### src/sv/hpk_pkg.sv
// Package for the HPACK Huffman encoder: code ROM, lengths, shared types.
// No dependencies.
package hpk_pkg;

  localparam int unsigned CodeW = 30;
  localparam logic [29:0] EosCode = 30'h3fffffff;

  // Work item handed from front to back: a code already aligned behind the
  // pending bits, with its total bit count.
  typedef struct packed {
    logic [36:0] acc;    // pending bits followed by code
    logic [5:0]  total;  // valid bits in acc (<= 37)
    logic        last;
  } hpk_work_t;

  function automatic logic [29:0] code_lut(input logic [7:0] s);
    logic [29:0] c;
    unique case (s)
      8'd0: c = 30'h1ff8; 8'd1: c = 30'h7fffd8; 8'd2: c = 30'hfffffe2; 8'd3: c = 30'hfffffe3;
      8'd4: c = 30'hfffffe4; 8'd5: c = 30'hfffffe5; 8'd6: c = 30'hfffffe6; 8'd7: c = 30'hfffffe7;
      8'd8: c = 30'hfffffe8; 8'd9: c = 30'hffffea; 8'd10: c = 30'h3ffffffc; 8'd11: c = 30'hfffffe9;
      8'd12: c = 30'hfffffea; 8'd13: c = 30'h3ffffffd; 8'd14: c = 30'hfffffeb; 8'd15: c = 30'hfffffec;
      8'd16: c = 30'hfffffed; 8'd17: c = 30'hfffffee; 8'd18: c = 30'hfffffef; 8'd19: c = 30'hffffff0;
      8'd20: c = 30'hffffff1; 8'd21: c = 30'hffffff2; 8'd22: c = 30'h3ffffffe; 8'd23: c = 30'hffffff3;
      8'd24: c = 30'hffffff4; 8'd25: c = 30'hffffff5; 8'd26: c = 30'hffffff6; 8'd27: c = 30'hffffff7;
      8'd28: c = 30'hffffff8; 8'd29: c = 30'hffffff9; 8'd30: c = 30'hffffffa; 8'd31: c = 30'hffffffb;
      8'd32: c = 30'h14; 8'd33: c = 30'h3f8; 8'd34: c = 30'h3f9; 8'd35: c = 30'hffa;
      8'd36: c = 30'h1ff9; 8'd37: c = 30'h15; 8'd38: c = 30'hf8; 8'd39: c = 30'h7fa;
      8'd40: c = 30'h3fa; 8'd41: c = 30'h3fb; 8'd42: c = 30'hf9; 8'd43: c = 30'h7fb;
      8'd44: c = 30'hfa; 8'd45: c = 30'h16; 8'd46: c = 30'h17; 8'd47: c = 30'h18;
      8'd48: c = 30'h0; 8'd49: c = 30'h1; 8'd50: c = 30'h2; 8'd51: c = 30'h19;
      8'd52: c = 30'h1a; 8'd53: c = 30'h1b; 8'd54: c = 30'h1c; 8'd55: c = 30'h1d;
      8'd56: c = 30'h1e; 8'd57: c = 30'h1f; 8'd58: c = 30'h5c; 8'd59: c = 30'hfb;
      8'd60: c = 30'h7ffc; 8'd61: c = 30'h20; 8'd62: c = 30'hffb; 8'd63: c = 30'h3fc;
      8'd64: c = 30'h1ffa; 8'd65: c = 30'h21; 8'd66: c = 30'h5d; 8'd67: c = 30'h5e;
      8'd68: c = 30'h5f; 8'd69: c = 30'h60; 8'd70: c = 30'h61; 8'd71: c = 30'h62;
      8'd72: c = 30'h63; 8'd73: c = 30'h64; 8'd74: c = 30'h65; 8'd75: c = 30'h66;
      8'd76: c = 30'h67; 8'd77: c = 30'h68; 8'd78: c = 30'h69; 8'd79: c = 30'h6a;
      8'd80: c = 30'h6b; 8'd81: c = 30'h6c; 8'd82: c = 30'h6d; 8'd83: c = 30'h6e;
      8'd84: c = 30'h6f; 8'd85: c = 30'h70; 8'd86: c = 30'h71; 8'd87: c = 30'h72;
      8'd88: c = 30'hfc; 8'd89: c = 30'h73; 8'd90: c = 30'hfd; 8'd91: c = 30'h1ffb;
      8'd92: c = 30'h7fff0; 8'd93: c = 30'h1ffc; 8'd94: c = 30'h3ffc; 8'd95: c = 30'h22;
      8'd96: c = 30'h7ffd; 8'd97: c = 30'h3; 8'd98: c = 30'h23; 8'd99: c = 30'h4;
      8'd100: c = 30'h24; 8'd101: c = 30'h5; 8'd102: c = 30'h25; 8'd103: c = 30'h26;
      8'd104: c = 30'h27; 8'd105: c = 30'h6; 8'd106: c = 30'h74; 8'd107: c = 30'h75;
      8'd108: c = 30'h28; 8'd109: c = 30'h29; 8'd110: c = 30'h2a; 8'd111: c = 30'h7;
      8'd112: c = 30'h2b; 8'd113: c = 30'h76; 8'd114: c = 30'h2c; 8'd115: c = 30'h8;
      8'd116: c = 30'h9; 8'd117: c = 30'h2d; 8'd118: c = 30'h77; 8'd119: c = 30'h78;
      8'd120: c = 30'h79; 8'd121: c = 30'h7a; 8'd122: c = 30'h7b; 8'd123: c = 30'h7ffe;
      8'd124: c = 30'h7fc; 8'd125: c = 30'h3ffd; 8'd126: c = 30'h1ffd; 8'd127: c = 30'hffffffc;
      8'd128: c = 30'hfffe6; 8'd129: c = 30'h3fffd2; 8'd130: c = 30'hfffe7; 8'd131: c = 30'hfffe8;
      8'd132: c = 30'h3fffd3; 8'd133: c = 30'h3fffd4; 8'd134: c = 30'h3fffd5; 8'd135: c = 30'h7fffd9;
      8'd136: c = 30'h3fffd6; 8'd137: c = 30'h7fffda; 8'd138: c = 30'h7fffdb; 8'd139: c = 30'h7fffdc;
      8'd140: c = 30'h7fffdd; 8'd141: c = 30'h7fffde; 8'd142: c = 30'hffffeb; 8'd143: c = 30'h7fffdf;
      8'd144: c = 30'hffffec; 8'd145: c = 30'hffffed; 8'd146: c = 30'h3fffd7; 8'd147: c = 30'h7fffe0;
      8'd148: c = 30'hffffee; 8'd149: c = 30'h7fffe1; 8'd150: c = 30'h7fffe2; 8'd151: c = 30'h7fffe3;
      8'd152: c = 30'h7fffe4; 8'd153: c = 30'h1fffdc; 8'd154: c = 30'h3fffd8; 8'd155: c = 30'h7fffe5;
      8'd156: c = 30'h3fffd9; 8'd157: c = 30'h7fffe6; 8'd158: c = 30'h7fffe7; 8'd159: c = 30'hffffef;
      8'd160: c = 30'h3fffda; 8'd161: c = 30'h1fffdd; 8'd162: c = 30'hfffe9; 8'd163: c = 30'h3fffdb;
      8'd164: c = 30'h3fffdc; 8'd165: c = 30'h7fffe8; 8'd166: c = 30'h7fffe9; 8'd167: c = 30'h1fffde;
      8'd168: c = 30'h7fffea; 8'd169: c = 30'h3fffdd; 8'd170: c = 30'h3fffde; 8'd171: c = 30'hfffff0;
      8'd172: c = 30'h1fffdf; 8'd173: c = 30'h3fffdf; 8'd174: c = 30'h7fffeb; 8'd175: c = 30'h7fffec;
      8'd176: c = 30'h1fffe0; 8'd177: c = 30'h1fffe1; 8'd178: c = 30'h3fffe0; 8'd179: c = 30'h1fffe2;
      8'd180: c = 30'h7fffed; 8'd181: c = 30'h3fffe1; 8'd182: c = 30'h7fffee; 8'd183: c = 30'h7fffef;
      8'd184: c = 30'hfffea; 8'd185: c = 30'h3fffe2; 8'd186: c = 30'h3fffe3; 8'd187: c = 30'h3fffe4;
      8'd188: c = 30'h7ffff0; 8'd189: c = 30'h3fffe5; 8'd190: c = 30'h3fffe6; 8'd191: c = 30'h7ffff1;
      8'd192: c = 30'h3ffffe0; 8'd193: c = 30'h3ffffe1; 8'd194: c = 30'hfffeb; 8'd195: c = 30'h7fff1;
      8'd196: c = 30'h3fffe7; 8'd197: c = 30'h7ffff2; 8'd198: c = 30'h3fffe8; 8'd199: c = 30'h1ffffec;
      8'd200: c = 30'h3ffffe2; 8'd201: c = 30'h3ffffe3; 8'd202: c = 30'h3ffffe4; 8'd203: c = 30'h7ffffde;
      8'd204: c = 30'h7ffffdf; 8'd205: c = 30'h3ffffe5; 8'd206: c = 30'hfffff1; 8'd207: c = 30'h1ffffed;
      8'd208: c = 30'h7fff2; 8'd209: c = 30'h1fffe3; 8'd210: c = 30'h3ffffe6; 8'd211: c = 30'h7ffffe0;
      8'd212: c = 30'h7ffffe1; 8'd213: c = 30'h3ffffe7; 8'd214: c = 30'h7ffffe2; 8'd215: c = 30'hfffff2;
      8'd216: c = 30'h1fffe4; 8'd217: c = 30'h1fffe5; 8'd218: c = 30'h3ffffe8; 8'd219: c = 30'h3ffffe9;
      8'd220: c = 30'hffffffd; 8'd221: c = 30'h7ffffe3; 8'd222: c = 30'h7ffffe4; 8'd223: c = 30'h7ffffe5;
      8'd224: c = 30'hfffec; 8'd225: c = 30'hfffff3; 8'd226: c = 30'hfffed; 8'd227: c = 30'h1fffe6;
      8'd228: c = 30'h3fffe9; 8'd229: c = 30'h1fffe7; 8'd230: c = 30'h1fffe8; 8'd231: c = 30'h7ffff3;
      8'd232: c = 30'h3fffea; 8'd233: c = 30'h3fffeb; 8'd234: c = 30'h1ffffee; 8'd235: c = 30'h1ffffef;
      8'd236: c = 30'hfffff4; 8'd237: c = 30'hfffff5; 8'd238: c = 30'h3ffffea; 8'd239: c = 30'h7ffff4;
      8'd240: c = 30'h3ffffeb; 8'd241: c = 30'h7ffffe6; 8'd242: c = 30'h3ffffec; 8'd243: c = 30'h3ffffed;
      8'd244: c = 30'h7ffffe7; 8'd245: c = 30'h7ffffe8; 8'd246: c = 30'h7ffffe9; 8'd247: c = 30'h7ffffea;
      8'd248: c = 30'h7ffffeb; 8'd249: c = 30'hffffffe; 8'd250: c = 30'h7ffffec; 8'd251: c = 30'h7ffffed;
      8'd252: c = 30'h7ffffee; 8'd253: c = 30'h7ffffef; 8'd254: c = 30'h7fffff0; 8'd255: c = 30'h3ffffee;
      default: c = 30'h0;
    endcase
    return c;
  endfunction

  localparam logic [4:0] LenRom [256] = '{
    13,23,28,28,28,28,28,28,28,24,30,28,28,30,28,28,
    28,28,28,28,28,28,30,28,28,28,28,28,28,28,28,28,
    6,10,10,12,13,6,8,11,10,10,8,11,8,6,6,6,
    5,5,5,6,6,6,6,6,6,6,7,8,15,6,12,10,
    13,6,7,7,7,7,7,7,7,7,7,7,7,7,7,7,
    7,7,7,7,7,7,7,7,8,7,8,13,19,13,14,6,
    15,5,6,5,6,5,6,6,6,5,7,7,6,6,6,5,
    6,7,6,5,5,6,7,7,7,7,7,15,11,14,13,28,
    20,22,20,20,22,22,22,23,22,23,23,23,23,23,24,23,
    24,24,22,23,24,23,23,23,23,21,22,23,22,23,23,24,
    22,21,20,22,22,23,23,21,23,22,22,24,21,22,23,23,
    21,21,22,21,23,22,23,23,20,22,22,22,23,22,22,23,
    26,26,20,19,22,23,22,25,26,26,26,27,27,26,24,25,
    19,21,26,27,27,26,27,24,21,21,26,26,28,27,27,27,
    20,24,20,21,22,21,21,23,22,22,25,25,24,24,26,23,
    26,27,26,26,27,27,27,27,27,28,27,27,27,27,27,26
  };

endpackage

### src/sv/hpk_back.sv
// Back end: emits whole bytes of one work item, one per cycle while ready_i is high, with padding on the last item.
// Depends on hpk_pkg.
module hpk_back import hpk_pkg::*; (
  input  logic       clk_i,
  input  logic       rst_ni,
  input  logic       work_valid_i,
  output logic       work_ready_o,
  input  hpk_work_t  work_i,
  output logic       valid_o,
  input  logic       ready_i,
  output logic [7:0] out_byte_o,
  output logic       last_byte_o
);

  // Remaining bits; on last the total is rounded up with ones padding.
  logic [5:0]  rem;
  logic [5:0]  cnt_q, cnt_d;   // bits already consumed of the current item
  logic [43:0] padded;
  logic [2:0]  pad;
  logic [5:0]  top;            // total rounded up to a byte boundary
  logic [29:0] eos_sh;
  logic [5:0]  full;
  logic [5:0]  nxt;
  logic        done;
  logic        has_byte;
  logic [43:0] sh;

  always_comb begin
    pad  = 3'd0 - work_i.total[2:0];
    top  = work_i.total + {3'd0, pad};
    full = work_i.last ? top : {work_i.total[5:3], 3'b000};
    // leading bits of EOS fill the pad
    eos_sh = EosCode >> (5'(CodeW) - {2'd0, pad});
    padded = ({7'd0, work_i.acc} << pad) | {14'd0, eos_sh};
    rem  = full - cnt_q;
    has_byte = rem != 6'd0;
    nxt = cnt_q + 6'd8;
    sh = padded >> (top - nxt);
    done = !has_byte || (rem == 6'd8 && ready_i);
    valid_o = work_valid_i && has_byte;
    out_byte_o = sh[7:0];
    last_byte_o = work_i.last && rem == 6'd8;
    work_ready_o = work_valid_i && done;
    cnt_d = cnt_q;
    if (work_valid_i) begin
      if (done) cnt_d = '0;
      else if (ready_i) cnt_d = nxt;
    end
  end

  always_ff @(posedge clk_i or negedge rst_ni) begin
    if (!rst_ni) cnt_q <= '0;
    else cnt_q <= cnt_d;
  end

endmodule

### config.mk
export PLATFORM = sky130hd
export DESIGN_NAME = hpk_back
export DESIGN_NICKNAME = d
export VERILOG_FILES = /design/src/sv/hpk_pkg.sv /design/src/sv/hpk_back.sv
export SDC_FILE = /design/constraint.sdc
export NUM_CORES = 1
export LEC_CHECK = 0
export ABC_CLOCK_PERIOD_IN_PS = 6800
export BUFFER_PORTS_ARGS = -buffer_cell sky130_fd_sc_hd__buf_2
export CORE_ASPECT_RATIO = 1.25
export CORE_MARGIN = 2
export CORE_UTILIZATION = 60
export DETAILED_ROUTE_END_ITERATION = 8
export PLACE_DENSITY = 0.83
export SLEW_MARGIN = 10
export SYNTH_ARGS = -nofsm -noshare
export SYNTH_HDL_FRONTEND = slang
export SYNTH_SLANG_ARGS = --single-unit
### constraint.sdc
create_clock -name clk_i -period 6.8 [get_ports clk_i]
set_clock_uncertainty 0.2 [all_clocks]
set_input_delay 1.36 -clock clk_i [delete_from_list [all_inputs] [get_ports clk_i]]
set_output_delay 1.36 -clock clk_i [all_outputs]
set_load 0.01 [all_outputs]
==> flow_summary.json <==
{
  "diodes": 0,
  "synth_mux_area_frac": 0.349,
  "critPathCapture": "out_byte_o[2]",
  "die_x_microns": 76.3,
  "instances_no_fill": 612,
  "numPortBuffers": 58,
  "max-vdd-ir-drop_mv": 0.233,
  "place_inst": 608,
  "ios": 59,
  "syn_area_sq_um": 3920,
  "worstPathMaxFanout": 11,
  "ys_types": 72,
  "path_class": "primary input to output port",
  "fin_area_sq_um": 4270,
  "fin_crit_ns": 6.22,
  "drt_wl_total_mm": 12.4,
  "yosysMostFrequentCell": "nand2_1",
  "seq_power_share": 0.026,
  "overflow": 0,
  "synth_edf_count": 0,
  "cts_tree": "done",
  "synthXorXnorAreaFrac": 0.0591,
  "synthAdderAreaFrac": 0.0415,
  "grt_pass1_wl_mm": 20.1,
  "synth_top_family_by_area": "multiplexers",
  "cts_max_path_buffers": 2,
  "clock_latency_ns": 0.22,
  "layout.nets": 589,
  "routabilityCongestion": 1.04,
  "largestRegisters": "cnt_q (3)",
  "r2r_slack_ns": 4.01,
  "hold_buffers": 0,
  "vias": 4311,
  "yosys_most_used_dff": "dfrtp_1",
  "rr_startpoint": "cnt_q[3]",
  "p_clk_frac": 0.038,
  "avgSynthCellArea_sq_um": 7.94,
  "status": "completed",
  "grt_max_degree": 78,
  "die_y_microns": 94.3,
  "avgViaCountPerCell": 7.04,
  "drc": 0,
  "htreeDepth": 1,
  "power_leakage_nw": 1.74,
  "sw_frac_of_total": 0.566,
  "p_switching_w": 0.000806,
  "drv_slew": 0,
  "internal_power_w": 0.000618,
  "crit_path_start_kind": "primary input",
  "postLayoutCoreUtil": 0.683,
  "startpoint": "work_i[2]",
  "numCtsBuffers": 3,
  "fmax_ghz": 0.161,
  "critPathCaptureType": "output port",
  "crit_required_ns": 5.24,
  "grt_usage": 0.342,
  "largest_reg_flops": 3,
  "cp_data_arrival_time_ns": 4.66,
  "synth.top_cell.area_share": 0.173,
  "ant_nets": 0,
  "antenna_found_initial": 0,
  "hpwl_mm": 9.50,
  "grt_pass1_vias": 3920,
  "initial_core_util": 0.627,
  "ys_top_cells_by_area": "mux4_2 17%, mux2i_1 11%, mux2_2 5.5%, nand2_1 4.3%, ha_1 4.2%",
  "hold_path_class": "flop to flop",
  "yosysTopAreaCell": "mux4_2",
  "synth_cells": 493,
  "p_comb_frac": 0.937,
  "relSlewSlack": 0.400,
  "clk_pin_slew_ns": 0.03,
  "synth_fp_nets": 554,
  "die_area_sq_um": 7190,
  "fillers": 527,
  "cts-resized-gates": 0,
  "tightest_slew_ns": 0.900,
  "synth.top_cells.by_count": "45 x nand2_1, 44 x mux2i_1, 43 x nor2_1",
  "placementRows": 32,
  "ys_seq_area_frac": 0.0192,
  "synth_compound_area_frac": 0.249,
  "setup_tns_ns": 0,
  "placed_cell_area_sq_um": 4220,
  "hold_viol": 0,
  "area_delta_synth_final_pct": 9.04,
  "root_buffer": "clkbuf_8",
  "r2r_end": "cnt_q[5]",
  "drt_iter0_markers": 508,
  "clock_sinks": 3,
  "core_sq_um": 6250,
  "dr.pass1.iters": 5,
  "drv_cap": 0,
  "largest_register": "cnt_q",
  "drive_gt1_frac": 0.273,
  "synth.ff_latch_count": 3,
  "setup-violations-final": 0,
  "rr_worst_depth": 9,
  "rsz0062_at_grt": "no",
  "finalCritPeriodShare": 0.915,
  "async_flop_share": 1.00,
  "wl_per_cell_microns": 20.3,
  "yosysWarnings": 0,
  "synthSimpleGateAreaFrac": 0.209,
  "p_per_area_nw_per_um2": 334,
  "cts_setup_buffers": 0
}
==> worst min-delay path by stage <==
stage,cells past startpoint,start,end,slack [ns]
6_report,1,cnt_q[4],cnt_q[4],0.35
5_1_grt,1,cnt_q[4],cnt_q[4],0.37
4_1_cts,1,cnt_q[4],cnt_q[4],0.35
3_5_place_dp,1,cnt_q[4],cnt_q[4],0.35
3_3_place_gp,1,cnt_q[4],cnt_q[4],0.33
2_1_floorplan,1,cnt_q[4],cnt_q[4],0.31
==> cells by family (layout without fill, tap and decap cells) <==
family | count (synthesis) | after routing
adder cells (fa/ha/maj) | 13 | 13
flip-flops | 3 | 3
XOR/XNOR | 20 | 20
AND/OR/NAND/NOR | 169 | 169
AO/OA/AOI/OAI | 134 | 134
buffers and inverters | 59 | 93
multiplexers | 95 | 95
==> worst max-delay path: stages <==
cell and delay, ns:
buf_2 0.10, inv_1 0.07, ha_2 0.28, xor2_1 0.19, a211oi_1 0.48, nor2_1 0.13
xor2_1 0.17, ha_1 0.29, o21a_1 0.20, nor2_1 0.11, xnor2_1 0.17, xnor3_1 0.42
o21ai_0 0.15, a211oi_1 0.25, o32ai_1 0.12, buf_2 0.16
==> power groups by stage <==
stage               clock (W)  sequential, W  combinational, W
CTS                 0.0000528      0.0000363           0.00131
detailed placement          0      0.0000364           0.00130
global route        0.0000550      0.0000379           0.00143
finish              0.0000535      0.0000368           0.00133
floorplan                   0      0.0000338          0.000936
global placement            0      0.0000363           0.00129
==> cell usage in the layout (no fill, tap or decap), types with 4 or more instances in the layout <==
cell type / synthesis / final
o22ai_1: 11 / 11
nand2_1: 45 / 45
ha_1: 13 / 12
nor4_1: 4 / 4
o21ai_0: 17 / 17
nor3_1: 20 / 20
inv_1: 12 / 12
a311oi_1: 4 / 4
buf_4: 1 / 17
nor2_1: 43 / 43
or3_1: 4 / 4
a31oi_1: 5 / 5
buf_2: 17 / 58
xnor2_1: 12 / 11
nand3_1: 18 / 18
a21oi_1: 24 / 24
nand2b_1: 12 / 12
mux2_2: 19 / 19
mux4_2: 30 / 30
nor2b_1: 4 / 4
o32ai_1: 6 / 6
a211oi_1: 17 / 17
mux2i_1: 44 / 44
==> routing by layer <==
metal	up-vias	global-route usage	part of all wire
li1	1995	-	-
met1	2040	0.477	0.42
met2	248	0.580	0.49
met3	28	0.0212	0.070
met4	0	0.0909	0.024
met5	-	0	0
==> layout make-up <==
class / instances / area (sq um) / share of cell area
Multi-Input combinational cell: 431 / 3570 / 0.837
Timing Repair Buffer: 75 / 418 / 0.0979
Tap cell: 85 / 106 / 0.0249
Sequential cell: 3 / 75.1 / 0.0176
Inverter: 14 / 52.6 / 0.0123
Clock buffer: 4 / 45.0 / 0.0106
==> per-stage QoR <==
step	power (W)	hold slack, ns	setup slack, ns
2_1_floorplan	0.000970	0.309	0.254
3_5_place_dp	0.00134	0.350	0.550
4_1_cts	0.00140	0.352	0.552
3_3_place_gp	0.00133	0.332	0.649
5_1_grt	0.00153	0.368	0.210
6_report	0.00142	0.346	0.577
No activity file was read; power rests on OpenSTA's default activity.
