--- src/sv/hpk_pkg.sv ---
// Package for the HPACK Huffman encoder: code ROM, lengths, shared types.
// No dependencies.
package hpk_pkg;

  localparam int unsigned CodeW = 30;
  localparam logic [29:0] EosCode = 30'h3fffffff;

  // Work item handed from front to back: a code already aligned behind the
  // pending bits, with its total bit count.
  typedef struct packed {
    logic [36:0] acc;    // pending bits followed by code
    logic [5:0]  total;  // valid bits in acc (<= 37)
    logic        last;
  } hpk_work_t;

  function automatic logic [29:0] code_lut(input logic [7:0] s);
    logic [29:0] c;
    unique case (s)
      8'd0: c = 30'h1ff8; 8'd1: c = 30'h7fffd8; 8'd2: c = 30'hfffffe2; 8'd3: c = 30'hfffffe3;
      8'd4: c = 30'hfffffe4; 8'd5: c = 30'hfffffe5; 8'd6: c = 30'hfffffe6; 8'd7: c = 30'hfffffe7;
      8'd8: c = 30'hfffffe8; 8'd9: c = 30'hffffea; 8'd10: c = 30'h3ffffffc; 8'd11: c = 30'hfffffe9;
      8'd12: c = 30'hfffffea; 8'd13: c = 30'h3ffffffd; 8'd14: c = 30'hfffffeb; 8'd15: c = 30'hfffffec;
      8'd16: c = 30'hfffffed; 8'd17: c = 30'hfffffee; 8'd18: c = 30'hfffffef; 8'd19: c = 30'hffffff0;
      8'd20: c = 30'hffffff1; 8'd21: c = 30'hffffff2; 8'd22: c = 30'h3ffffffe; 8'd23: c = 30'hffffff3;
      8'd24: c = 30'hffffff4; 8'd25: c = 30'hffffff5; 8'd26: c = 30'hffffff6; 8'd27: c = 30'hffffff7;
      8'd28: c = 30'hffffff8; 8'd29: c = 30'hffffff9; 8'd30: c = 30'hffffffa; 8'd31: c = 30'hffffffb;
      8'd32: c = 30'h14; 8'd33: c = 30'h3f8; 8'd34: c = 30'h3f9; 8'd35: c = 30'hffa;
      8'd36: c = 30'h1ff9; 8'd37: c = 30'h15; 8'd38: c = 30'hf8; 8'd39: c = 30'h7fa;
      8'd40: c = 30'h3fa; 8'd41: c = 30'h3fb; 8'd42: c = 30'hf9; 8'd43: c = 30'h7fb;
      8'd44: c = 30'hfa; 8'd45: c = 30'h16; 8'd46: c = 30'h17; 8'd47: c = 30'h18;
      8'd48: c = 30'h0; 8'd49: c = 30'h1; 8'd50: c = 30'h2; 8'd51: c = 30'h19;
      8'd52: c = 30'h1a; 8'd53: c = 30'h1b; 8'd54: c = 30'h1c; 8'd55: c = 30'h1d;
      8'd56: c = 30'h1e; 8'd57: c = 30'h1f; 8'd58: c = 30'h5c; 8'd59: c = 30'hfb;
      8'd60: c = 30'h7ffc; 8'd61: c = 30'h20; 8'd62: c = 30'hffb; 8'd63: c = 30'h3fc;
      8'd64: c = 30'h1ffa; 8'd65: c = 30'h21; 8'd66: c = 30'h5d; 8'd67: c = 30'h5e;
      8'd68: c = 30'h5f; 8'd69: c = 30'h60; 8'd70: c = 30'h61; 8'd71: c = 30'h62;
      8'd72: c = 30'h63; 8'd73: c = 30'h64; 8'd74: c = 30'h65; 8'd75: c = 30'h66;
      8'd76: c = 30'h67; 8'd77: c = 30'h68; 8'd78: c = 30'h69; 8'd79: c = 30'h6a;
      8'd80: c = 30'h6b; 8'd81: c = 30'h6c; 8'd82: c = 30'h6d; 8'd83: c = 30'h6e;
      8'd84: c = 30'h6f; 8'd85: c = 30'h70; 8'd86: c = 30'h71; 8'd87: c = 30'h72;
      8'd88: c = 30'hfc; 8'd89: c = 30'h73; 8'd90: c = 30'hfd; 8'd91: c = 30'h1ffb;
      8'd92: c = 30'h7fff0; 8'd93: c = 30'h1ffc; 8'd94: c = 30'h3ffc; 8'd95: c = 30'h22;
      8'd96: c = 30'h7ffd; 8'd97: c = 30'h3; 8'd98: c = 30'h23; 8'd99: c = 30'h4;
      8'd100: c = 30'h24; 8'd101: c = 30'h5; 8'd102: c = 30'h25; 8'd103: c = 30'h26;
      8'd104: c = 30'h27; 8'd105: c = 30'h6; 8'd106: c = 30'h74; 8'd107: c = 30'h75;
      8'd108: c = 30'h28; 8'd109: c = 30'h29; 8'd110: c = 30'h2a; 8'd111: c = 30'h7;
      8'd112: c = 30'h2b; 8'd113: c = 30'h76; 8'd114: c = 30'h2c; 8'd115: c = 30'h8;
      8'd116: c = 30'h9; 8'd117: c = 30'h2d; 8'd118: c = 30'h77; 8'd119: c = 30'h78;
      8'd120: c = 30'h79; 8'd121: c = 30'h7a; 8'd122: c = 30'h7b; 8'd123: c = 30'h7ffe;
      8'd124: c = 30'h7fc; 8'd125: c = 30'h3ffd; 8'd126: c = 30'h1ffd; 8'd127: c = 30'hffffffc;
      8'd128: c = 30'hfffe6; 8'd129: c = 30'h3fffd2; 8'd130: c = 30'hfffe7; 8'd131: c = 30'hfffe8;
      8'd132: c = 30'h3fffd3; 8'd133: c = 30'h3fffd4; 8'd134: c = 30'h3fffd5; 8'd135: c = 30'h7fffd9;
      8'd136: c = 30'h3fffd6; 8'd137: c = 30'h7fffda; 8'd138: c = 30'h7fffdb; 8'd139: c = 30'h7fffdc;
      8'd140: c = 30'h7fffdd; 8'd141: c = 30'h7fffde; 8'd142: c = 30'hffffeb; 8'd143: c = 30'h7fffdf;
      8'd144: c = 30'hffffec; 8'd145: c = 30'hffffed; 8'd146: c = 30'h3fffd7; 8'd147: c = 30'h7fffe0;
      8'd148: c = 30'hffffee; 8'd149: c = 30'h7fffe1; 8'd150: c = 30'h7fffe2; 8'd151: c = 30'h7fffe3;
      8'd152: c = 30'h7fffe4; 8'd153: c = 30'h1fffdc; 8'd154: c = 30'h3fffd8; 8'd155: c = 30'h7fffe5;
      8'd156: c = 30'h3fffd9; 8'd157: c = 30'h7fffe6; 8'd158: c = 30'h7fffe7; 8'd159: c = 30'hffffef;
      8'd160: c = 30'h3fffda; 8'd161: c = 30'h1fffdd; 8'd162: c = 30'hfffe9; 8'd163: c = 30'h3fffdb;
      8'd164: c = 30'h3fffdc; 8'd165: c = 30'h7fffe8; 8'd166: c = 30'h7fffe9; 8'd167: c = 30'h1fffde;
      8'd168: c = 30'h7fffea; 8'd169: c = 30'h3fffdd; 8'd170: c = 30'h3fffde; 8'd171: c = 30'hfffff0;
      8'd172: c = 30'h1fffdf; 8'd173: c = 30'h3fffdf; 8'd174: c = 30'h7fffeb; 8'd175: c = 30'h7fffec;
      8'd176: c = 30'h1fffe0; 8'd177: c = 30'h1fffe1; 8'd178: c = 30'h3fffe0; 8'd179: c = 30'h1fffe2;
      8'd180: c = 30'h7fffed; 8'd181: c = 30'h3fffe1; 8'd182: c = 30'h7fffee; 8'd183: c = 30'h7fffef;
      8'd184: c = 30'hfffea; 8'd185: c = 30'h3fffe2; 8'd186: c = 30'h3fffe3; 8'd187: c = 30'h3fffe4;
      8'd188: c = 30'h7ffff0; 8'd189: c = 30'h3fffe5; 8'd190: c = 30'h3fffe6; 8'd191: c = 30'h7ffff1;
      8'd192: c = 30'h3ffffe0; 8'd193: c = 30'h3ffffe1; 8'd194: c = 30'hfffeb; 8'd195: c = 30'h7fff1;
      8'd196: c = 30'h3fffe7; 8'd197: c = 30'h7ffff2; 8'd198: c = 30'h3fffe8; 8'd199: c = 30'h1ffffec;
      8'd200: c = 30'h3ffffe2; 8'd201: c = 30'h3ffffe3; 8'd202: c = 30'h3ffffe4; 8'd203: c = 30'h7ffffde;
      8'd204: c = 30'h7ffffdf; 8'd205: c = 30'h3ffffe5; 8'd206: c = 30'hfffff1; 8'd207: c = 30'h1ffffed;
      8'd208: c = 30'h7fff2; 8'd209: c = 30'h1fffe3; 8'd210: c = 30'h3ffffe6; 8'd211: c = 30'h7ffffe0;
      8'd212: c = 30'h7ffffe1; 8'd213: c = 30'h3ffffe7; 8'd214: c = 30'h7ffffe2; 8'd215: c = 30'hfffff2;
      8'd216: c = 30'h1fffe4; 8'd217: c = 30'h1fffe5; 8'd218: c = 30'h3ffffe8; 8'd219: c = 30'h3ffffe9;
      8'd220: c = 30'hffffffd; 8'd221: c = 30'h7ffffe3; 8'd222: c = 30'h7ffffe4; 8'd223: c = 30'h7ffffe5;
      8'd224: c = 30'hfffec; 8'd225: c = 30'hfffff3; 8'd226: c = 30'hfffed; 8'd227: c = 30'h1fffe6;
      8'd228: c = 30'h3fffe9; 8'd229: c = 30'h1fffe7; 8'd230: c = 30'h1fffe8; 8'd231: c = 30'h7ffff3;
      8'd232: c = 30'h3fffea; 8'd233: c = 30'h3fffeb; 8'd234: c = 30'h1ffffee; 8'd235: c = 30'h1ffffef;
      8'd236: c = 30'hfffff4; 8'd237: c = 30'hfffff5; 8'd238: c = 30'h3ffffea; 8'd239: c = 30'h7ffff4;
      8'd240: c = 30'h3ffffeb; 8'd241: c = 30'h7ffffe6; 8'd242: c = 30'h3ffffec; 8'd243: c = 30'h3ffffed;
      8'd244: c = 30'h7ffffe7; 8'd245: c = 30'h7ffffe8; 8'd246: c = 30'h7ffffe9; 8'd247: c = 30'h7ffffea;
      8'd248: c = 30'h7ffffeb; 8'd249: c = 30'hffffffe; 8'd250: c = 30'h7ffffec; 8'd251: c = 30'h7ffffed;
      8'd252: c = 30'h7ffffee; 8'd253: c = 30'h7ffffef; 8'd254: c = 30'h7fffff0; 8'd255: c = 30'h3ffffee;
      default: c = 30'h0;
    endcase
    return c;
  endfunction

  localparam logic [4:0] LenRom [256] = '{
    13,23,28,28,28,28,28,28,28,24,30,28,28,30,28,28,
    28,28,28,28,28,28,30,28,28,28,28,28,28,28,28,28,
    6,10,10,12,13,6,8,11,10,10,8,11,8,6,6,6,
    5,5,5,6,6,6,6,6,6,6,7,8,15,6,12,10,
    13,6,7,7,7,7,7,7,7,7,7,7,7,7,7,7,
    7,7,7,7,7,7,7,7,8,7,8,13,19,13,14,6,
    15,5,6,5,6,5,6,6,6,5,7,7,6,6,6,5,
    6,7,6,5,5,6,7,7,7,7,7,15,11,14,13,28,
    20,22,20,20,22,22,22,23,22,23,23,23,23,23,24,23,
    24,24,22,23,24,23,23,23,23,21,22,23,22,23,23,24,
    22,21,20,22,22,23,23,21,23,22,22,24,21,22,23,23,
    21,21,22,21,23,22,23,23,20,22,22,22,23,22,22,23,
    26,26,20,19,22,23,22,25,26,26,26,27,27,26,24,25,
    19,21,26,27,27,26,27,24,21,21,26,26,28,27,27,27,
    20,24,20,21,22,21,21,23,22,22,25,25,24,24,26,23,
    26,27,26,26,27,27,27,27,27,28,27,27,27,27,27,26
  };

endpackage

--- src/sv/hpk_fifo.sv ---
// Two-entry queue between front and back end.
// Depends on hpk_pkg.
module hpk_fifo import hpk_pkg::*; (
  input  logic      clk_i,
  input  logic      rst_ni,
  input  logic      in_valid_i,
  output logic      in_ready_o,
  input  hpk_work_t in_i,
  output logic      out_valid_o,
  input  logic      out_ready_i,
  output hpk_work_t out_o
);

  hpk_work_t  mem_q [2];
  logic       wr_q, rd_q;
  logic [1:0] cnt_q;
  logic       push, pop;

  assign in_ready_o  = cnt_q != 2'd2;
  assign out_valid_o = cnt_q != 2'd0;
  assign out_o = mem_q[rd_q];
  assign push = in_valid_i && in_ready_o;
  assign pop  = out_valid_o && out_ready_i;

  always_ff @(posedge clk_i) begin
    if (push) mem_q[wr_q] <= in_i;
  end

  always_ff @(posedge clk_i or negedge rst_ni) begin
    if (!rst_ni) begin
      wr_q <= 1'b0; rd_q <= 1'b0; cnt_q <= '0;
    end else begin
      if (push) wr_q <= ~wr_q;
      if (pop) rd_q <= ~rd_q;
      cnt_q <= cnt_q + {1'b0, push} - {1'b0, pop};
    end
  end

endmodule

--- config.mk ---
export PLATFORM = sky130hd
export DESIGN_NAME = hpk_fifo
export DESIGN_NICKNAME = d
export VERILOG_FILES = /design/src/sv/hpk_pkg.sv /design/src/sv/hpk_fifo.sv
export SDC_FILE = /design/constraint.sdc
export NUM_CORES = 1
export LEC_CHECK = 0
export ABC_AREA = 1
export BUFFER_PORTS_ARGS = -buffer_cell sky130_fd_sc_hd__buf_2
export CAP_MARGIN = 20
export CORE_MARGIN = 2
export CORE_UTILIZATION = 58
export CTS_BUF_LIST = sky130_fd_sc_hd__clkbuf_8
export DETAILED_ROUTE_END_ITERATION = 8
export PLACE_DENSITY = 0.86
export SETUP_SLACK_MARGIN = 0.1
export SLEW_MARGIN = 20
export SYNTH_ARGS = -nofsm -noshare
export SYNTH_HDL_FRONTEND = slang
export SYNTH_SLANG_ARGS = --single-unit
--- constraint.sdc ---
create_clock -name clk_i -period 7.14 [get_ports clk_i]
set_input_delay 0.357 -clock clk_i [delete_from_list [all_inputs] [get_ports clk_i]]
set_output_delay 0.357 -clock clk_i [all_outputs]
set_load 0.05 [all_outputs]
==> out/results.tsv, run 1 <==
metric	value	unit
status	finished clean	
cts_tree	built	
drive_gt1_share	33.1	%
clkLatencyLatePin	340	ps
slowest_delay	940	ps
io_pins	94	
cp_slowest_cell	dfrtp_2	
clkSinkCount	92	
synth_xor_area_share	0	%
dpl.hpwl	3730	um
gr-total-overflow	0	
numCtsBuffers	9	
hold_viol_final	0	
syn_nets	311	
grt_max_degree	47	
crit_path_start_kind	flip-flop	
portBuffers	93	
synth_compound_area_share	0	%
wl	5980	um
dp_cells	421	
layout.cells.non_filler	438	
synth_seq_cells	92	
cap_violations	0	
slew-limit-headroom	35.4	%
core_area	0.00589	mm^2
critical_path.top_delay_family	flip-flops	
nets	408	
clockBufferDepth	2	
min_path_type	in -> reg	
dpl_cell_area	0.00397	mm^2
ff2ff_setup_slack	5360	ps
max_freq	425	MHz
path_max_fanout	46	
crit_top_cell	nand2_1	
ys_seq_area_share	78.6	%
setup_viol	0	
rows	28	
worst_setup_path_end_kind	output pin	
place_congestion	0.815	
crit_required	6780	ps
fin_crit	2350	ps
die_y	81.6	um
synthCells	261	
synth_simple_gate_area_share	16.8	%
yosysTopAreaCell	edfxtp_1	
arrival	1990	ps
critPathKind	reg -> out	
ant_nets	0	
synth_area_leaders	edfxtp_1, nand2_1, dfrtp_1	
wl_per_cell	13.6	um
netlist_area	0.00349	mm^2
drt_iter0_drc	159	
cts_htree_levels	3	
die_area	0.00666	mm^2
grtUsageTotal	18.9	%
area.growth.synth_to_final	19.4	%
synth_top_family_by_area	simple AND/OR/NAND/NOR gates	
synthAdderAreaFrac	0.717	%
rsz0062_at_grt	false	
cts.clk_slew.worst_paths	80	ps
yosysTopAreaCellShare	75.7	%
die_x	81.6	um
route.detailed.drc	0	
cts_root_buf	clkbuf_8	
synth_mux_area_share	0	%
post_cts_buffers	0	
whs	203	ps
finalCritPeriodShare	32.9	%
finalSetupTns	0	ps
fin_area	0.00417	mm^2
critPathBufInv	2	
via_count	2162	
grt_antenna_before_repair	0	
drt_pass1_iterations	4	
antenna_cells	0	
start_util	59.3	%
syn_avg_cell_area	13.4	um^2
worst_pin_slew	967	ps
synth.distinct_cells	12	
worstPathCellList	inv_8 > nand2_1 > nand2_1 > buf_2	
fill_cells	407	
drv_slew	0	
skew	8.98	ps
viasPerCell	4.94	
grt_pass1_vias	1977	
yosysWarnings	0	
grt_pass1_wl	9080	um
state kept, by name (all words and copies together), names as in the netlist:
| register | flops |
|---|---|
| wr_q | 1 |
| rd_q | 1 |
| cnt_q | 2 |
| mem_q | 88 |
worst reg2reg max path, stage by stage, from the launching register on:
cell	delay, ps
dfrtp_1	400
inv_1	140
nand3_1	130
inv_2	720
stage by stage:
step | utilization (%) | setup slack [ps]
after floorplan | - | 3890
final | 70.8 | 4790
after detailed placement | 67.5 | 5140
after CTS | 70.8 | 4740
after global placement | 67.5 | 5170
after global routing | 70.8 | 4620
Yosys cell counts, drive strengths merged:
master and number:
buf 9, dfrtp 4, edfxtp 88, ha 2, inv 9, nand2 145, nand3 3, nor2 1
area by class of cell:
class	instances	area, um^2	share of cell area (%)
timing repair buffer	95	483	11.6
inverter	9	41.3	0.991
clock buffer	9	124	2.97
clock inverter	7	60.1	1.44
tap	75	93.8	2.25
sequential	92	2740	65.9
multi-input combinational	151	621	14.9
kinds of logic (layout without fill, tap and decap cells):
| logic type | Yosys count | after routing |
|---|---|---|
| and+or+nand+nor | 149 | 149 |
| DFF | 92 | 92 |
| buffers and inverters | 18 | 120 |
| adders and majority gates | 2 | 2 |
final timing paths:
| path | endpoint | depth (start not counted) | from |
|---|---|---|---|
| max in group asynchronous | rd_q$_DFFE_PN0P_ | 2 | rst_ni |
| worst max register to register | mem_q[0][15]$_DFFE_PP_ | 3 | wr_q$_DFFE_PN0N_ |
| worst min register to register | wr_q$_DFFE_PN0N_ | 2 | wr_q$_DFFE_PN0N_ |
| min in group asynchronous | cnt_q[0]$_DFF_PN0_ | 2 | rst_ni |
| worst min-delay path | mem_q[1][16]$_DFFE_PP_ | 1 | in_i[16] |
| worst max-delay path | out_o[1] | 4 | rd_q$_DFFE_PN0P_ |
routing by layer:
metal	track usage, %	vias up	share of wire, %
li1	-	1064	-
met5	0	-	0
met2	31.6	81	51
met3	3.63	4	5.8
met4	9.00	0	0.47
met1	24.0	1013	43
cell usage in the layout (no fill, tap or decap), drive strengths merged:
| cell | instances |
|---|---|
| buf | 94 |
| bufinv | 1 |
| clkbuf | 9 |
| clkinv | 2 |
| clkinvlp | 2 |
| dfrtp | 4 |
| dlygate4sd3 | 1 |
| edfxtp | 88 |
| ha | 2 |
| inv | 11 |
| nand2 | 145 |
| nand3 | 3 |
| nor2 | 1 |
what timing repair did:
action,in CTS,in global routing
hold buffers,1,0
hold endpoints to repair,4,0
resized for setup,0,0
setup endpoints to repair,0,0
Power of run 1 is left out: the tool's default activity adds up to more than one toggle a clock period on the data nets, which glitch-free logic cannot reach.
==> inputs of run 2 (changes only) <==
CORE_UTILIZATION = 54   (was 58)
PLACE_DENSITY = 0.81   (was 0.86)
clock period = 2.17 ns   (was 7.14 ns; I/O delays follow)
==> out/results.tsv, run 2 (synthesized netlist as in run 1, its figures left out) <==
metric	value	unit	change
max_freq	571	MHz	
slew-limit-headroom	75.9	%	+40 points
cts_tree	built		
critical_path.top_delay_family	buffers and inverters		
cts.repair.resized	0		unchanged
postCtsHoldBufs	46		+45
worst_ir_drop_vdd	1.19	mV	
worst_setup_path_end_kind	output pin		
p_per_area	1500	mW/mm^2	
hold_viol_final	0		unchanged
status	finished clean		
io_pins	94		unchanged
top_regs	mem_q x88, cnt_q x2		
drt_iter0_drc	124		-22%
cts_root_buf	clkbuf_8		
critPathBufInv	2		unchanged
cp_slowest_cell	dfrtp_2		
grt_pass1_vias	2341		+18%
skew	7.20	ps	-1.78 ps
dpl.hpwl	3800	um	+1.9%
drv_slew	0		unchanged
min_path_type	in -> async		
gr-total-overflow	0		unchanged
fin_area	0.00468	mm^2	+12%
start_util	55.3	%	-4.0 points
place_congestion	0.726		-11%
numCtsBuffers	9		unchanged
cts.clk_slew.worst_paths	90	ps	about the same
worstPathCellList	buf_4 > nand2_1 > nand2_1 > buf_2		
area.growth.synth_to_final	33.9	%	
setup_viol	0		unchanged
arrival	1640	ps	-350 ps
die_x	84.4	um	+3.5%
top_register	mem_q		
fill_cells	430		+5.7%
portBuffers	93		unchanged
cts_htree_levels	3		unchanged
clockBufferDepth	2		unchanged
fin_crit	1750	ps	
path_max_fanout	25		-46%
dpl_cell_area	0.00402	mm^2	+1.1%
crit_required	2060	ps	-4720 ps
ant_nets	0		unchanged
wl	6850	um	+15%
slowest_delay	530	ps	-410 ps
core_area	0.00631	mm^2	+7.3%
die_area	0.00712	mm^2	+7.0%
clkLatencyLatePin	340	ps	about the same
drive_gt1_share	31.0	%	-2.1 points
post_cts_buffers	0		unchanged
route.detailed.drc	0		unchanged
die_y	84.4	um	+3.5%
clkSinkCount	92		unchanged
crit_top_cell	nand2_1		
worst_pin_slew	362	ps	-606 ps
rows	29		+3.6%
antenna_cells	0		unchanged
grt_antenna_before_repair	0		unchanged
largest_reg_flops	88		unchanged
cellLeakagePower	2.05	nW	
mostFrequentLayoutCell	nand2_1		
drt_pass1_iterations	4		unchanged
cap_violations	0		unchanged
rsz0062_at_grt	false		
finalSetupTns	0	ps	unchanged
via_count	2333		+7.9%
nets	458		+12%
grt_pass1_wl	10600	um	+16%
layout_common_cells	nand2_1, buf_2, edfxtp_1, dlygate4sd3_1, nand2_2		
wl_per_cell	14.0	um	+2.5%
grtUsageTotal	19.7	%	+0.80 points
grt_max_degree	46		-2.1%
critPathKind	reg -> out		
viasPerCell	4.76		-3.5%
finalCritPeriodShare	80.7	%	
crit_path_start_kind	flip-flop		
run 2: cell types whose count changed in the layout (fill, tap and decap cells not counted), sizes merged:
| cell | change |
|---|---|
| buf | +5 |
| clkinvlp | +1 |
| dlygate4sd3 | +45 |
| inv | -1 |
run 2: stage by stage:
stage	cells	worst slack [ps]	total power [mW]	hold slack [ps]	utilization, %
6_report	490	419	6.99	86.3	74.1
5_1_grt	490	278	7.35	88.0	74.1
4_1_cts	490	403	6.99	78.7	74.1
3_5_place_dp	428	744	5.82	-80.7	63.6
3_3_place_gp	428	806	5.76	-81.5	63.6
2_1_floorplan	261	101	5.19	-187	-
run 2: path summary, 6_finish.rpt:
| check | from | end | slack (ps) | cells after the start |
|---|---|---|---|---|
| setup / recovery | rd_q$_DFFE_PN0P_ | out_o[18] | 420 | 4 |
| hold / removal | rst_ni | rd_q$_DFFE_PN0P_ | 90 | 2 |
| setup reg to reg | cnt_q[1]$_DFF_PN0_ | mem_q[1][25]$_DFFE_PP_ | 700 | 4 |
| hold reg to reg | cnt_q[0]$_DFF_PN0_ | cnt_q[0]$_DFF_PN0_ | 520 | 1 |
| max in group asynchronous | rst_ni | rd_q$_DFFE_PN0P_ | 1960 | 2 |
| min in group clk_i | in_valid_i | wr_q$_DFFE_PN0N_ | 140 | 3 |
run 2: cell type report:
cell class | instances | area, um^2 | share of cell area [%]
flip-flops and latches | 92 | 2740 | 58.7
repair buffers | 145 | 971 | 20.8
multi-input cells | 151 | 621 | 13.3
clock buffers | 9 | 124 | 2.65
well taps | 77 | 96.3 | 2.06
clock inverters | 7 | 75.1 | 1.61
inverters | 9 | 45.0 | 0.963
run 2: layer usage:
layer	GRT usage, %	routed length, um	share of wire [%]
met5	0	0	0
met4	8.23	143	2.1
met3	3.83	406	5.9
met2	36.4	3510	51
met1	22.4	2790	41
run 2: power breakdown:
part	leakage, nW	total [mW]	internal (mW)	switching, mW
sequential	0.866	2.56	2.42	0.142
clock	0.0939	1.13	0.538	0.588
combinational	1.09	3.30	0.692	2.61
total	2.05	6.99	3.65	3.34
Power figures use the tool's default switching activity.
